File: src/rtl/obst_pkg.sv
`timescale 1ns / 1ps
`default_nettype none
// ----------------------------------------------------------------------------
// obst_pkg
// Shared types and codes of the ordered byte set table.
// ----------------------------------------------------------------------------
package obst_pkg;

    // Default number of table entries
    localparam int unsigned DEF_CAPACITY = 16;

    // Capacity limit register after reset
    localparam logic [4:0] CFG_LIMIT_RESET = 5'd16;

    // Request codes
    localparam logic [2:0] REQ_INSERT  = 3'd0;
    localparam logic [2:0] REQ_REMOVE  = 3'd1;
    localparam logic [2:0] REQ_LOOKUP  = 3'd2;
    localparam logic [2:0] REQ_DISCARD = 3'd3;
    localparam logic [2:0] REQ_READ    = 3'd4;

    // Status codes
    localparam logic [2:0] ST_OK     = 3'd0;
    localparam logic [2:0] ST_RANGE  = 3'd1;
    localparam logic [2:0] ST_DUP    = 3'd2;
    localparam logic [2:0] ST_FULL   = 3'd3;
    localparam logic [2:0] ST_ABSENT = 3'd4;
    localparam logic [2:0] ST_BADPOS = 3'd5;

    // One result transaction
    typedef struct packed {
        logic [2:0] status;
        logic       found;
        logic [7:0] element;
        logic [4:0] member_count;
    } t_rsp;

endpackage
`default_nettype wire

File: src/rtl/obst_if.sv
`timescale 1ns / 1ps
`default_nettype none
// ----------------------------------------------------------------------------
// obst_if
// Valid/ready channels of the ordered byte set table.
// ----------------------------------------------------------------------------

// Request channel
interface obst_req_if;
    logic               valid;
    logic               ready;
    logic [2:0]         req_type;
    logic signed [15:0] value;
    logic [3:0]         position;

    modport source (output valid, output req_type, output value, output position,
                    input ready);
    modport sink   (input valid, input req_type, input value, input position,
                    output ready);
endinterface

// Result channel
interface obst_rsp_if;
    logic       valid;
    logic       ready;
    logic [2:0] status;
    logic       found;
    logic [7:0] element;
    logic [4:0] member_count;

    modport source (output valid, output status, output found, output element,
                    output member_count, input ready);
    modport sink   (input valid, input status, input found, input element,
                    input member_count, output ready);
endinterface

// Capacity limit write channel
interface obst_cfg_if;
    logic       valid;
    logic       ready;
    logic [4:0] data;

    modport source (output valid, output data, input ready);
    modport sink   (input valid, input data, output ready);
endinterface
`default_nettype wire

File: src/rtl/obst_ram.sv
`timescale 1ns / 1ps
`default_nettype none
// ----------------------------------------------------------------------------
// obst_ram
// Generic RAM with one write port and one registered read port.
// ----------------------------------------------------------------------------
module obst_ram #(
    parameter int unsigned WIDTH = 8,
    parameter int unsigned DEPTH = 16,
    localparam int unsigned AW = (DEPTH > 1) ? $clog2(DEPTH) : 1
) (
    input  wire logic             i_clk,
    input  wire logic             i_we,
    input  wire logic [AW-1:0]    i_waddr,
    input  wire logic [WIDTH-1:0] i_wdata,
    input  wire logic [AW-1:0]    i_raddr,
    output logic      [WIDTH-1:0] o_rdata
);

    logic [WIDTH-1:0] r_mem [DEPTH];
    logic [WIDTH-1:0] r_rdata;

    // Write, and register the read data
    always_ff @(posedge i_clk) begin
        if (i_we) begin
            r_mem[i_waddr] <= i_wdata;
        end
        r_rdata <= r_mem[i_raddr];
    end

    assign o_rdata = r_rdata;

endmodule
`default_nettype wire

File: src/rtl/obst_seq.sv
`timescale 1ns / 1ps
`default_nettype none
// ----------------------------------------------------------------------------
// obst_seq
// Request sequencer: scans the entry RAM, shifts the tail on removal,
// appends on insert and builds the result transaction.
// ----------------------------------------------------------------------------
module obst_seq #(
    parameter int unsigned CAPACITY = obst_pkg::DEF_CAPACITY,
    localparam int unsigned IW = (CAPACITY > 1) ? $clog2(CAPACITY) : 1
) (
    input  wire logic          i_clk,
    input  wire logic          i_rst_n,
    obst_req_if.sink           i_req,
    input  wire logic [4:0]    i_limit,
    output logic               o_res_valid,
    input  wire logic          i_res_ready,
    output obst_pkg::t_rsp     o_res,
    output logic               o_ram_we,
    output logic [IW-1:0]      o_ram_waddr,
    output logic [7:0]         o_ram_wdata,
    output logic [IW-1:0]      o_ram_raddr,
    input  wire logic [7:0]    i_ram_rdata
);
    import obst_pkg::*;

    localparam int unsigned CW = $clog2(CAPACITY + 1);
    localparam int unsigned PW = (CW > 4) ? CW : 4;
    localparam int unsigned LW = (CW > 5) ? CW : 5;

    localparam logic [2:0] S_IDLE = 3'd0;
    localparam logic [2:0] S_SCAN = 3'd1;
    localparam logic [2:0] S_POS  = 3'd2;
    localparam logic [2:0] S_FIN  = 3'd3;
    localparam logic [2:0] S_OUT  = 3'd4;

    logic [2:0]    r_state, n_state;
    logic [2:0]    r_type, n_type;
    logic [7:0]    r_value, n_value;
    logic          r_in_range, n_in_range;
    logic [3:0]    r_pos, n_pos;
    logic [IW-1:0] r_rd_idx, n_rd_idx;
    logic          r_found, n_found;
    logic [CW-1:0] r_count, n_count;
    t_rsp          r_res, n_res;

    logic          accept;
    logic          shift_req;
    logic          hit;
    logic [CW:0]   next_idx;
    logic          more;
    logic [PW-1:0] pos_ext;
    logic          pos_ok;
    logic [LW-1:0] limit;
    logic          full;

    assign i_req.ready = (r_state == S_IDLE);
    assign accept      = i_req.valid && (r_state == S_IDLE);
    assign shift_req   = (r_type == REQ_REMOVE) || (r_type == REQ_DISCARD);

    // Scan compare and next read position
    assign hit      = !r_found && (i_ram_rdata == r_value);
    assign next_idx = (CW + 1)'(r_rd_idx) + (CW + 1)'(1);
    assign more     = next_idx < (CW + 1)'(r_count);

    // Position check and saturated capacity limit
    assign pos_ext = PW'(r_pos);
    assign pos_ok  = pos_ext < PW'(r_count);
    assign limit   = (LW'(i_limit) > LW'(CAPACITY)) ? LW'(CAPACITY) : LW'(i_limit);
    assign full    = LW'(r_count) >= limit;

    // Sequence one request
    always_comb begin
        n_state     = r_state;
        n_type      = r_type;
        n_value     = r_value;
        n_in_range  = r_in_range;
        n_pos       = r_pos;
        n_rd_idx    = r_rd_idx;
        n_found     = r_found;
        n_count     = r_count;
        n_res       = r_res;
        o_ram_we    = 1'b0;
        o_ram_waddr = r_rd_idx - IW'(1);
        o_ram_wdata = i_ram_rdata;
        o_ram_raddr = r_rd_idx;

        case (r_state)
            S_IDLE: begin
                if (accept) begin
                    n_type      = i_req.req_type;
                    n_value     = i_req.value[7:0];
                    n_in_range  = (i_req.value[15:8] == 8'd0);
                    n_pos       = i_req.position;
                    n_found     = 1'b0;
                    n_rd_idx    = '0;
                    o_ram_raddr = '0;
                    if ((i_req.value[15:8] == 8'd0) && (r_count != '0)) begin
                        n_state = S_SCAN;
                    end else begin
                        n_state = S_POS;
                    end
                end
            end
            S_SCAN: begin
                // Mark the match; on remove and discard, move later entries down one place
                if (hit) begin
                    n_found = 1'b1;
                end
                if (r_found && shift_req) begin
                    o_ram_we = 1'b1;
                end
                if (!more || (hit && !shift_req)) begin
                    n_state = S_POS;
                end else begin
                    n_rd_idx    = r_rd_idx + IW'(1);
                    o_ram_raddr = r_rd_idx + IW'(1);
                end
            end
            S_POS: begin
                o_ram_raddr = pos_ext[IW-1:0];
                n_state     = S_FIN;
            end
            S_FIN: begin
                n_res.status       = ST_OK;
                n_res.found        = r_found;
                n_res.element      = 8'd0;
                case (r_type)
                    REQ_INSERT: begin
                        if (!r_in_range) begin
                            n_res.status = ST_RANGE;
                        end else if (r_found) begin
                            n_res.status = ST_DUP;
                        end else if (full) begin
                            n_res.status = ST_FULL;
                        end else begin
                            o_ram_we    = 1'b1;
                            o_ram_waddr = r_count[IW-1:0];
                            o_ram_wdata = r_value;
                            n_count     = r_count + CW'(1);
                        end
                    end
                    REQ_REMOVE: begin
                        if (r_found) begin
                            n_count = r_count - CW'(1);
                        end else begin
                            n_res.status = ST_ABSENT;
                        end
                    end
                    REQ_DISCARD: begin
                        if (r_found) begin
                            n_count = r_count - CW'(1);
                        end
                    end
                    REQ_READ: begin
                        if (pos_ok) begin
                            n_res.element = i_ram_rdata;
                        end else begin
                            n_res.status = ST_BADPOS;
                        end
                    end
                    default: begin
                    end
                endcase
                n_res.member_count = 5'(n_count);
                n_state            = S_OUT;
            end
            S_OUT: begin
                if (i_res_ready) begin
                    n_state = S_IDLE;
                end
            end
            default: begin
                n_state = S_IDLE;
            end
        endcase
    end

    // Control state
    always_ff @(posedge i_clk) begin
        if (!i_rst_n) begin
            r_state <= S_IDLE;
            r_count <= '0;
            r_found <= 1'b0;
        end else begin
            r_state <= n_state;
            r_count <= n_count;
            r_found <= n_found;
        end
    end

    // Request payload and result
    always_ff @(posedge i_clk) begin
        r_type     <= n_type;
        r_value    <= n_value;
        r_in_range <= n_in_range;
        r_pos      <= n_pos;
        r_rd_idx   <= n_rd_idx;
        r_res      <= n_res;
    end

    assign o_res_valid = (r_state == S_OUT);
    assign o_res       = r_res;

`ifndef NO_ASSERTIONS
    a_count_bound: assert property (@(posedge i_clk) disable iff (!i_rst_n)
        (CW + 1)'(r_count) <= (CW + 1)'(CAPACITY))
        else $error("entry count above capacity");

    a_shift_no_collision: assert property (@(posedge i_clk) disable iff (!i_rst_n)
        (r_state == S_SCAN && o_ram_we) |-> (o_ram_waddr != o_ram_raddr))
        else $error("shift write hits the entry being read");

    a_shift_after_match: assert property (@(posedge i_clk) disable iff (!i_rst_n)
        (r_state == S_SCAN && o_ram_we) |-> (r_found && shift_req))
        else $error("tail shift before a match");

    a_count_only_at_finish: assert property (@(posedge i_clk) disable iff (!i_rst_n)
        (r_state != S_FIN) |=> $stable(r_count))
        else $error("entry count changed outside finish");

    a_count_step: assert property (@(posedge i_clk) disable iff (!i_rst_n)
        (r_state == S_FIN) |=> (r_count == $past(r_count)
            || r_count == $past(r_count) + CW'(1)
            || r_count == $past(r_count) - CW'(1)))
        else $error("entry count moved by more than one");
`endif

endmodule
`default_nettype wire

File: src/rtl/ordered_byte_set_table_core.sv
`timescale 1ns / 1ps
`default_nettype none
// ----------------------------------------------------------------------------
// ordered_byte_set_table_core
// Bounded set of distinct byte values kept in insertion order.
// ----------------------------------------------------------------------------
// Each request transaction yields exactly one result transaction. Requests are
// handled one at a time, through an optional scan, then the position, finish
// and output states. The entries sit in one RAM with a single read port, and
// the scan reads one entry per cycle; insert, lookup, read and unknown codes
// stop at the match, while remove and discard walk to the end so the tail
// moves down one place as it is read. Values outside 0..255 skip the scan. A
// finished result waits in an output register, so the next request is taken
// while the previous result is held. The capacity limit is written through the
// config channel; the user must do so only while idle, as the block does not
// enforce it. It saturates at CAPACITY. The RAM needs no clearing after reset.
// ----------------------------------------------------------------------------
module ordered_byte_set_table_core #(
    parameter int unsigned CAPACITY = obst_pkg::DEF_CAPACITY
) (
    input  wire logic i_clk,
    input  wire logic i_rst_n,
    obst_req_if.sink  i_req,
    obst_rsp_if.source o_rsp,
    obst_cfg_if.sink  i_cfg
);
    import obst_pkg::*;

    localparam int unsigned IW = (CAPACITY > 1) ? $clog2(CAPACITY) : 1;

    logic [4:0]    r_limit;
    logic          r_out_valid;
    t_rsp          r_out;

    logic          res_valid;
    logic          res_ready;
    t_rsp          res;
    logic          ram_we;
    logic [IW-1:0] ram_waddr;
    logic [7:0]    ram_wdata;
    logic [IW-1:0] ram_raddr;
    logic [7:0]    ram_rdata;

    // Capacity limit register
    assign i_cfg.ready = 1'b1;

    always_ff @(posedge i_clk) begin
        if (!i_rst_n) begin
            r_limit <= CFG_LIMIT_RESET;
        end else if (i_cfg.valid) begin
            r_limit <= i_cfg.data;
        end
    end

    // Entry storage
    obst_ram #(
        .WIDTH (8),
        .DEPTH (CAPACITY)
    ) u_ram (
        .i_clk   (i_clk),
        .i_we    (ram_we),
        .i_waddr (ram_waddr),
        .i_wdata (ram_wdata),
        .i_raddr (ram_raddr),
        .o_rdata (ram_rdata)
    );

    // Request sequencer
    obst_seq #(
        .CAPACITY (CAPACITY)
    ) u_seq (
        .i_clk       (i_clk),
        .i_rst_n     (i_rst_n),
        .i_req       (i_req),
        .i_limit     (r_limit),
        .o_res_valid (res_valid),
        .i_res_ready (res_ready),
        .o_res       (res),
        .o_ram_we    (ram_we),
        .o_ram_waddr (ram_waddr),
        .o_ram_wdata (ram_wdata),
        .o_ram_raddr (ram_raddr),
        .i_ram_rdata (ram_rdata)
    );

    // Output register: hold a result until the sink takes it
    assign res_ready = !r_out_valid || o_rsp.ready;

    always_ff @(posedge i_clk) begin
        if (!i_rst_n) begin
            r_out_valid <= 1'b0;
        end else if (res_ready) begin
            r_out_valid <= res_valid;
        end
    end

    always_ff @(posedge i_clk) begin
        if (res_ready && res_valid) begin
            r_out <= res;
        end
    end

    assign o_rsp.valid        = r_out_valid;
    assign o_rsp.status       = r_out.status;
    assign o_rsp.found        = r_out.found;
    assign o_rsp.element      = r_out.element;
    assign o_rsp.member_count = r_out.member_count;

endmodule
`default_nettype wire

File: src/flat_wrapper.sv
// flat-port wrapper written by rule: the top's interface ports become plain ports
module ordered_byte_set_table_core_flat import obst_pkg::*;
#(
    parameter int unsigned CAPACITY = obst_pkg::DEF_CAPACITY
)
  (i_clk, i_rst_n, i_req_valid, i_req_req_type, i_req_value, i_req_position, i_req_ready, o_rsp_valid, o_rsp_status, o_rsp_found, o_rsp_element, o_rsp_member_count, o_rsp_ready, i_cfg_valid, i_cfg_data, i_cfg_ready);
  obst_req_if i_req_i ();
  obst_rsp_if o_rsp_i ();
  obst_cfg_if i_cfg_i ();
  input  wire logic i_clk;
  input  wire logic i_rst_n;
  input wire logic [$bits(i_req_i.valid)-1:0] i_req_valid;
  input wire logic [$bits(i_req_i.req_type)-1:0] i_req_req_type;
  input wire logic [$bits(i_req_i.value)-1:0] i_req_value;
  input wire logic [$bits(i_req_i.position)-1:0] i_req_position;
  output wire logic [$bits(i_req_i.ready)-1:0] i_req_ready;
  output wire logic [$bits(o_rsp_i.valid)-1:0] o_rsp_valid;
  output wire logic [$bits(o_rsp_i.status)-1:0] o_rsp_status;
  output wire logic [$bits(o_rsp_i.found)-1:0] o_rsp_found;
  output wire logic [$bits(o_rsp_i.element)-1:0] o_rsp_element;
  output wire logic [$bits(o_rsp_i.member_count)-1:0] o_rsp_member_count;
  input wire logic [$bits(o_rsp_i.ready)-1:0] o_rsp_ready;
  input wire logic [$bits(i_cfg_i.valid)-1:0] i_cfg_valid;
  input wire logic [$bits(i_cfg_i.data)-1:0] i_cfg_data;
  output wire logic [$bits(i_cfg_i.ready)-1:0] i_cfg_ready;
  assign i_req_i.valid = i_req_valid;
  assign i_req_i.req_type = i_req_req_type;
  assign i_req_i.value = i_req_value;
  assign i_req_i.position = i_req_position;
  assign i_req_ready = i_req_i.ready;
  assign o_rsp_valid = o_rsp_i.valid;
  assign o_rsp_status = o_rsp_i.status;
  assign o_rsp_found = o_rsp_i.found;
  assign o_rsp_element = o_rsp_i.element;
  assign o_rsp_member_count = o_rsp_i.member_count;
  assign o_rsp_i.ready = o_rsp_ready;
  assign i_cfg_i.valid = i_cfg_valid;
  assign i_cfg_i.data = i_cfg_data;
  assign i_cfg_ready = i_cfg_i.ready;
  ordered_byte_set_table_core #(.CAPACITY(CAPACITY)) u_core (.i_clk(i_clk), .i_rst_n(i_rst_n), .i_req(i_req_i), .o_rsp(o_rsp_i), .i_cfg(i_cfg_i));
endmodule
File: config.mk
export PLATFORM = sky130hd
export DESIGN_NAME = ordered_byte_set_table_core_flat
export DESIGN_NICKNAME = d
export VERILOG_FILES = /design/src/rtl/obst_pkg.sv /design/src/rtl/obst_if.sv /design/src/rtl/obst_ram.sv /design/src/rtl/obst_seq.sv /design/src/rtl/ordered_byte_set_table_core.sv /design/src/flat_wrapper.sv
export SDC_FILE = /design/constraint.sdc
export NUM_CORES = 1
export LEC_CHECK = 0
export BUFFER_PORTS_ARGS = -buffer_cell sky130_fd_sc_hd__buf_2
export CAP_MARGIN = 10
export CORE_MARGIN = 4
export CORE_UTILIZATION = 54
export CTS_BUF_LIST = sky130_fd_sc_hd__clkbuf_4 sky130_fd_sc_hd__clkbuf_8
export CTS_CLUSTER_SIZE = 14
export DETAILED_ROUTE_END_ITERATION = 8
export HOLD_SLACK_MARGIN = 0.03
export MAX_ROUTING_LAYER = met4
export PLACE_DENSITY = 0.72
export SLEW_MARGIN = 5
export SYNTH_ARGS = -nofsm -noshare
export SYNTH_HDL_FRONTEND = slang
export SYNTH_SLANG_ARGS = --single-unit
File: constraint.sdc
create_clock -name i_clk -period 11.42 [get_ports i_clk]
set_clock_uncertainty 0.15 [all_clocks]
set_input_delay 2.284 -clock i_clk [delete_from_list [all_inputs] [get_ports i_clk]]
set_output_delay 2.284 -clock i_clk [all_outputs]
set_load 0.1 [all_outputs]
==> results.md <==
- The worst-case IR drop observed on VDD is ~100 uV.
- The number of gates resized after cts is 0.
- After the first detailed-routing iteration, the DRC count stood at 564.
- The predominant post-synthesis flop cell is sky130_fd_sc_hd__edfxtp_1.
- Counting the buffers created by CTS gives 35.
- The leakage power is about 3.6 nW.
- The global-route usage over all layers is 0.202.
- Power spread over the standard cell area amounts to around 230 nW/um^2.
- For this block, the routed nets add up to around 18000 microns of wire.
- The half-perimeter wire length of the detailed placement result is 11700 microns.
- Across all register-to-register paths, the minimum setup slack is roughly 6.5 ns.
- STA classifies the critical path endpoint as a register.
- The total vias in the final route is about 5200.
- The post-CTS repair timing setup buffer count is 0.
- In this run the tool buffered the top-level ports with 51 buffer cells.
- The number of iterations in the first detailed-routing pass is 5.
- The number of hold buffers added after CTS was 0.
- The clock root buffer master is sky130_fd_sc_hd__clkbuf_8.
- The starting density of the core is 0.558.
- The row count is between 40 and 50.
- Dividing the detail-routed wire length by the instance count gives 19.1 microns.
- The average size of a mapped cell is 14.4 sq um.
- Compared with the post-synthesis result, the final layout area differs by 11.8%.
- Summed over all failing endpoints, the final setup total negative slack is 0 ns.
- Entering global routing, the biggest net connects 65 pins.
- After synthesis the netlist holds a flip-flop and latch count of around 210.
- The number of nets in the final layout is 735.
- The number of nets with antenna violations after detailed routing is 0.
- The multiplexer share of the synthesized area is 0.109.
- The total inserted antenna cells is 0.
- The setup-violating endpoint count in the final report is 0.
- STA classifies the critical path startpoint as a register.
- The maximum fanout along the worst path is 64.
- The synthesized netlist occupies a cell area of roughly 9000 sq um.
- Setup repair after global routing left no endpoint under its margin.
- The maximum frequency from static timing analysis is ~0.20 GHz.
- The count of H-tree levels built during CTS is 2.
- Synthesis handed over a netlist of 621 instances.
- In the synthesized netlist the async set-or-reset flop fraction comes to 0.
- The count of pins on the block boundary is 53.
- Clock-pin slew was measured on the worst setup and hold paths at around 0.05 ns.
- For this design, the sink count on the clock tree is 205.
- The initial antenna violation count is 0.
- The required time at the worst-slack endpoint is 11.66 ns.
- The number of global-route vias before repair came to approximately 5300.
- Data on the critical path arrives at its endpoint at 5.14 ns.
- The count of pins over their slew limit is 0.
- The synthesized netlist net count is 671.
- The x dimension of the die is roughly 140 microns.
- The adder-cell share of the synthesized area is 0.0237.
- The max-capacitance violation count is 0.
- The maximum clock insertion buffer count is 3.
- The final cycle utilization of the critical path is 0.429.
- Subtracting the final worst setup slack from the clock period gives a little under 5 ns.
- The core footprint is about 16000 sq um.
- The kind of critical path is register to register.
- In the routed design, unresolved DRC markers number 0.
- From bottom edge to top edge, the die measures ~140 microns.
- The share of synthesized area occupied by flip-flops and latches is 0.661.
- Of the total synthesized cell area, the portion taken by XOR and XNOR cells is 0.0186.
- The overall die area is about 19000 sq um.
- The simple logic cell fraction of the synthesized area is 0.0726.
- The synthesized-area fraction occupied by ao, oa, aoi and oai cells is 0.0811.
- Of the cells placed in the final design, the portion with a size suffix greater than 1 is 0.223.
- Yosys printed 0 warnings.
- The final global-route overflow total is 0.
- The worst min-delay path category is register to register.
- Dividing the detail-routed via count by the number of cells gives roughly 5.6.
- The final hold violation count was 0.
- The number of enable flip-flop cells after synthesis is around 180.
- The synthesized netlist contains between 60 and 70 unique library cells.
- The run finished with clean final reports.
- The transition time at the pin with the least slew margin is 1.05 ns.
- The later-pin clock latency in the skew report is between 0.5 and 0.6 ns.
- After synthesis, the largest family of logic cells by area is multiplexers.
- The first global-routing pass estimated ~28000 microns of wire.
- The worst pin sits at a relative slew slack of 0.298.
- The total design power is approximately 2.3 mW.
- The CTS tree is built.
- At the end of routability-driven placement, the weighted congestion stood at ~0.89.
cell usage after synthesis (5+ instances only):
master / number / area share
sky130_fd_sc_hd__nor4_1: 7 / 0.0049
sky130_fd_sc_hd__o21ai_0: 15 / 0.0084
sky130_fd_sc_hd__a21oi_1: 26 / 0.015
sky130_fd_sc_hd__xnor2_1: 16 / 0.016
sky130_fd_sc_hd__nor2_1: 56 / 0.023
sky130_fd_sc_hd__nand2_1: 27 / 0.011
sky130_fd_sc_hd__edfxtp_1: 182 / 0.61
sky130_fd_sc_hd__buf_4: 6 / 0.0050
sky130_fd_sc_hd__mux2_2: 37 / 0.046
sky130_fd_sc_hd__nor3_1: 8 / 0.0045
sky130_fd_sc_hd__clkbuf_1: 10 / 0.0042
sky130_fd_sc_hd__inv_1: 22 / 0.0092
sky130_fd_sc_hd__a21o_1: 8 / 0.0067
sky130_fd_sc_hd__dfxtp_1: 23 / 0.051
sky130_fd_sc_hd__o22ai_1: 11 / 0.0077
sky130_fd_sc_hd__ha_1: 17 / 0.024
sky130_fd_sc_hd__a221o_1: 8 / 0.0089
sky130_fd_sc_hd__a31oi_1: 5 / 0.0035
sky130_fd_sc_hd__mux2i_1: 53 / 0.059
sky130_fd_sc_hd__nor2b_1: 10 / 0.0070
logic make-up after synthesis:
group / after synthesis
adders and majority gates: 17
muxes: 93
xor gates and xnor gates: 19
DFF: 205
AOI/OAI and AO/OA: 103
and+or+nand+nor: 133
other: 1
buffers and inverters: 50
registers in the layout, summed over array words and instances, names as in the netlist, 4 cells and up:
| signal | count |
|---|---|
| u_core.u_seq.r_rd_idx | 4 |
| u_core.u_ram.o_rdata | 8 |
| u_core.u_ram.r_mem | 128 |
| u_core.u_seq.r_count | 5 |
| u_core.u_seq.r_pos | 4 |
| u_core.o_rsp.element | 8 |
| u_core.o_rsp.member_count | 5 |
| u_core.u_seq.r_value | 8 |
| u_core.r_limit | 5 |
| u_core.u_seq.o_res | 17 |
power by group:
group / internal [mW] / switching (mW)
registers: 0.930 / 0.0515
logic: 0.257 / 0.404
clock network: 0.364 / 0.280
path summary, 6_finish.rpt:
path | from | endpoint | cells after the start
min | u_core.u_seq.o_res[3] | u_core.o_rsp.member_count[3] | 0
min reg2reg | u_core.u_seq.o_res[3] | u_core.o_rsp.member_count[3] | 0
max | u_core.u_seq.r_rd_idx[0] | u_core.u_ram.o_rdata[7] | 13
max reg2reg | u_core.u_seq.r_rd_idx[0] | u_core.u_ram.o_rdata[7] | 13
layout by cell type (no fill, tap or decap), drive strengths merged, types with 8 or more instances in the layout:
cell / count
nand2: 27
ha: 17
mux2i: 53
nor2b: 10
nor2: 56
clkbuf: 53
a21oi: 26
buf: 55
a21o: 8
nor4: 8
mux2: 40
edfxtp: 182
dfxtp: 23
o21ai: 16
a221o: 8
nor3: 8
inv: 23
xnor2: 16
o22ai: 11
clkinv: 9
area by class of cell:
| type | count | area [sq um] |
|---|---|---|
| tap | 216 | 270 |
| clock buffer | 53 | 648 |
| timing repair buffer | 55 | 285 |
| multi-input combinational | 366 | 2750 |
| fill | 1198 | 6040 |
| inverter | 22 | 82.6 |
| sequential | 205 | 5930 |
| clock inverter | 11 | 55.1 |
critical path, cell delays in order (launching register included):
cell and delay [ns]:
sky130_fd_sc_hd__edfxtp_1 0.64, sky130_fd_sc_hd__inv_1 0.21, sky130_fd_sc_hd__ha_1 0.45, sky130_fd_sc_hd__ha_1 0.32, sky130_fd_sc_hd__a21boi_1 0.13, sky130_fd_sc_hd__o21ai_1 0.13
sky130_fd_sc_hd__a21oi_1 0.12, sky130_fd_sc_hd__or3_1 0.49, sky130_fd_sc_hd__o311ai_4 0.26, sky130_fd_sc_hd__buf_4 0.82, sky130_fd_sc_hd__mux2_2 0.43, sky130_fd_sc_hd__nor2_1 0.10
sky130_fd_sc_hd__a21oi_1 0.06, sky130_fd_sc_hd__a221o_1 0.39
per-layer routing:
metal  wire length [microns]  share of wire  GRT usage
met5                       0              0          -
met2                    8510           0.48      0.320
met3                    1130          0.064     0.0375
met4                     452          0.025     0.0787
met1                    7650           0.43      0.262
per-stage QoR:
step                      area (sq um)  setup slack, ns  hold slack, ns   util  std cells
final                            10000             6.52           0.268  0.624        928
after global routing             10000             6.26           0.277  0.624        928
after CTS                        10000             6.57           0.268  0.624        928
after detailed placement          9320             6.22           0.255  0.580        864
after global placement            9320             6.35           0.251  0.580        864
after floorplan                   8960             6.33           0.250      -        621
Note: power is estimated with default switching activity, not from simulation.
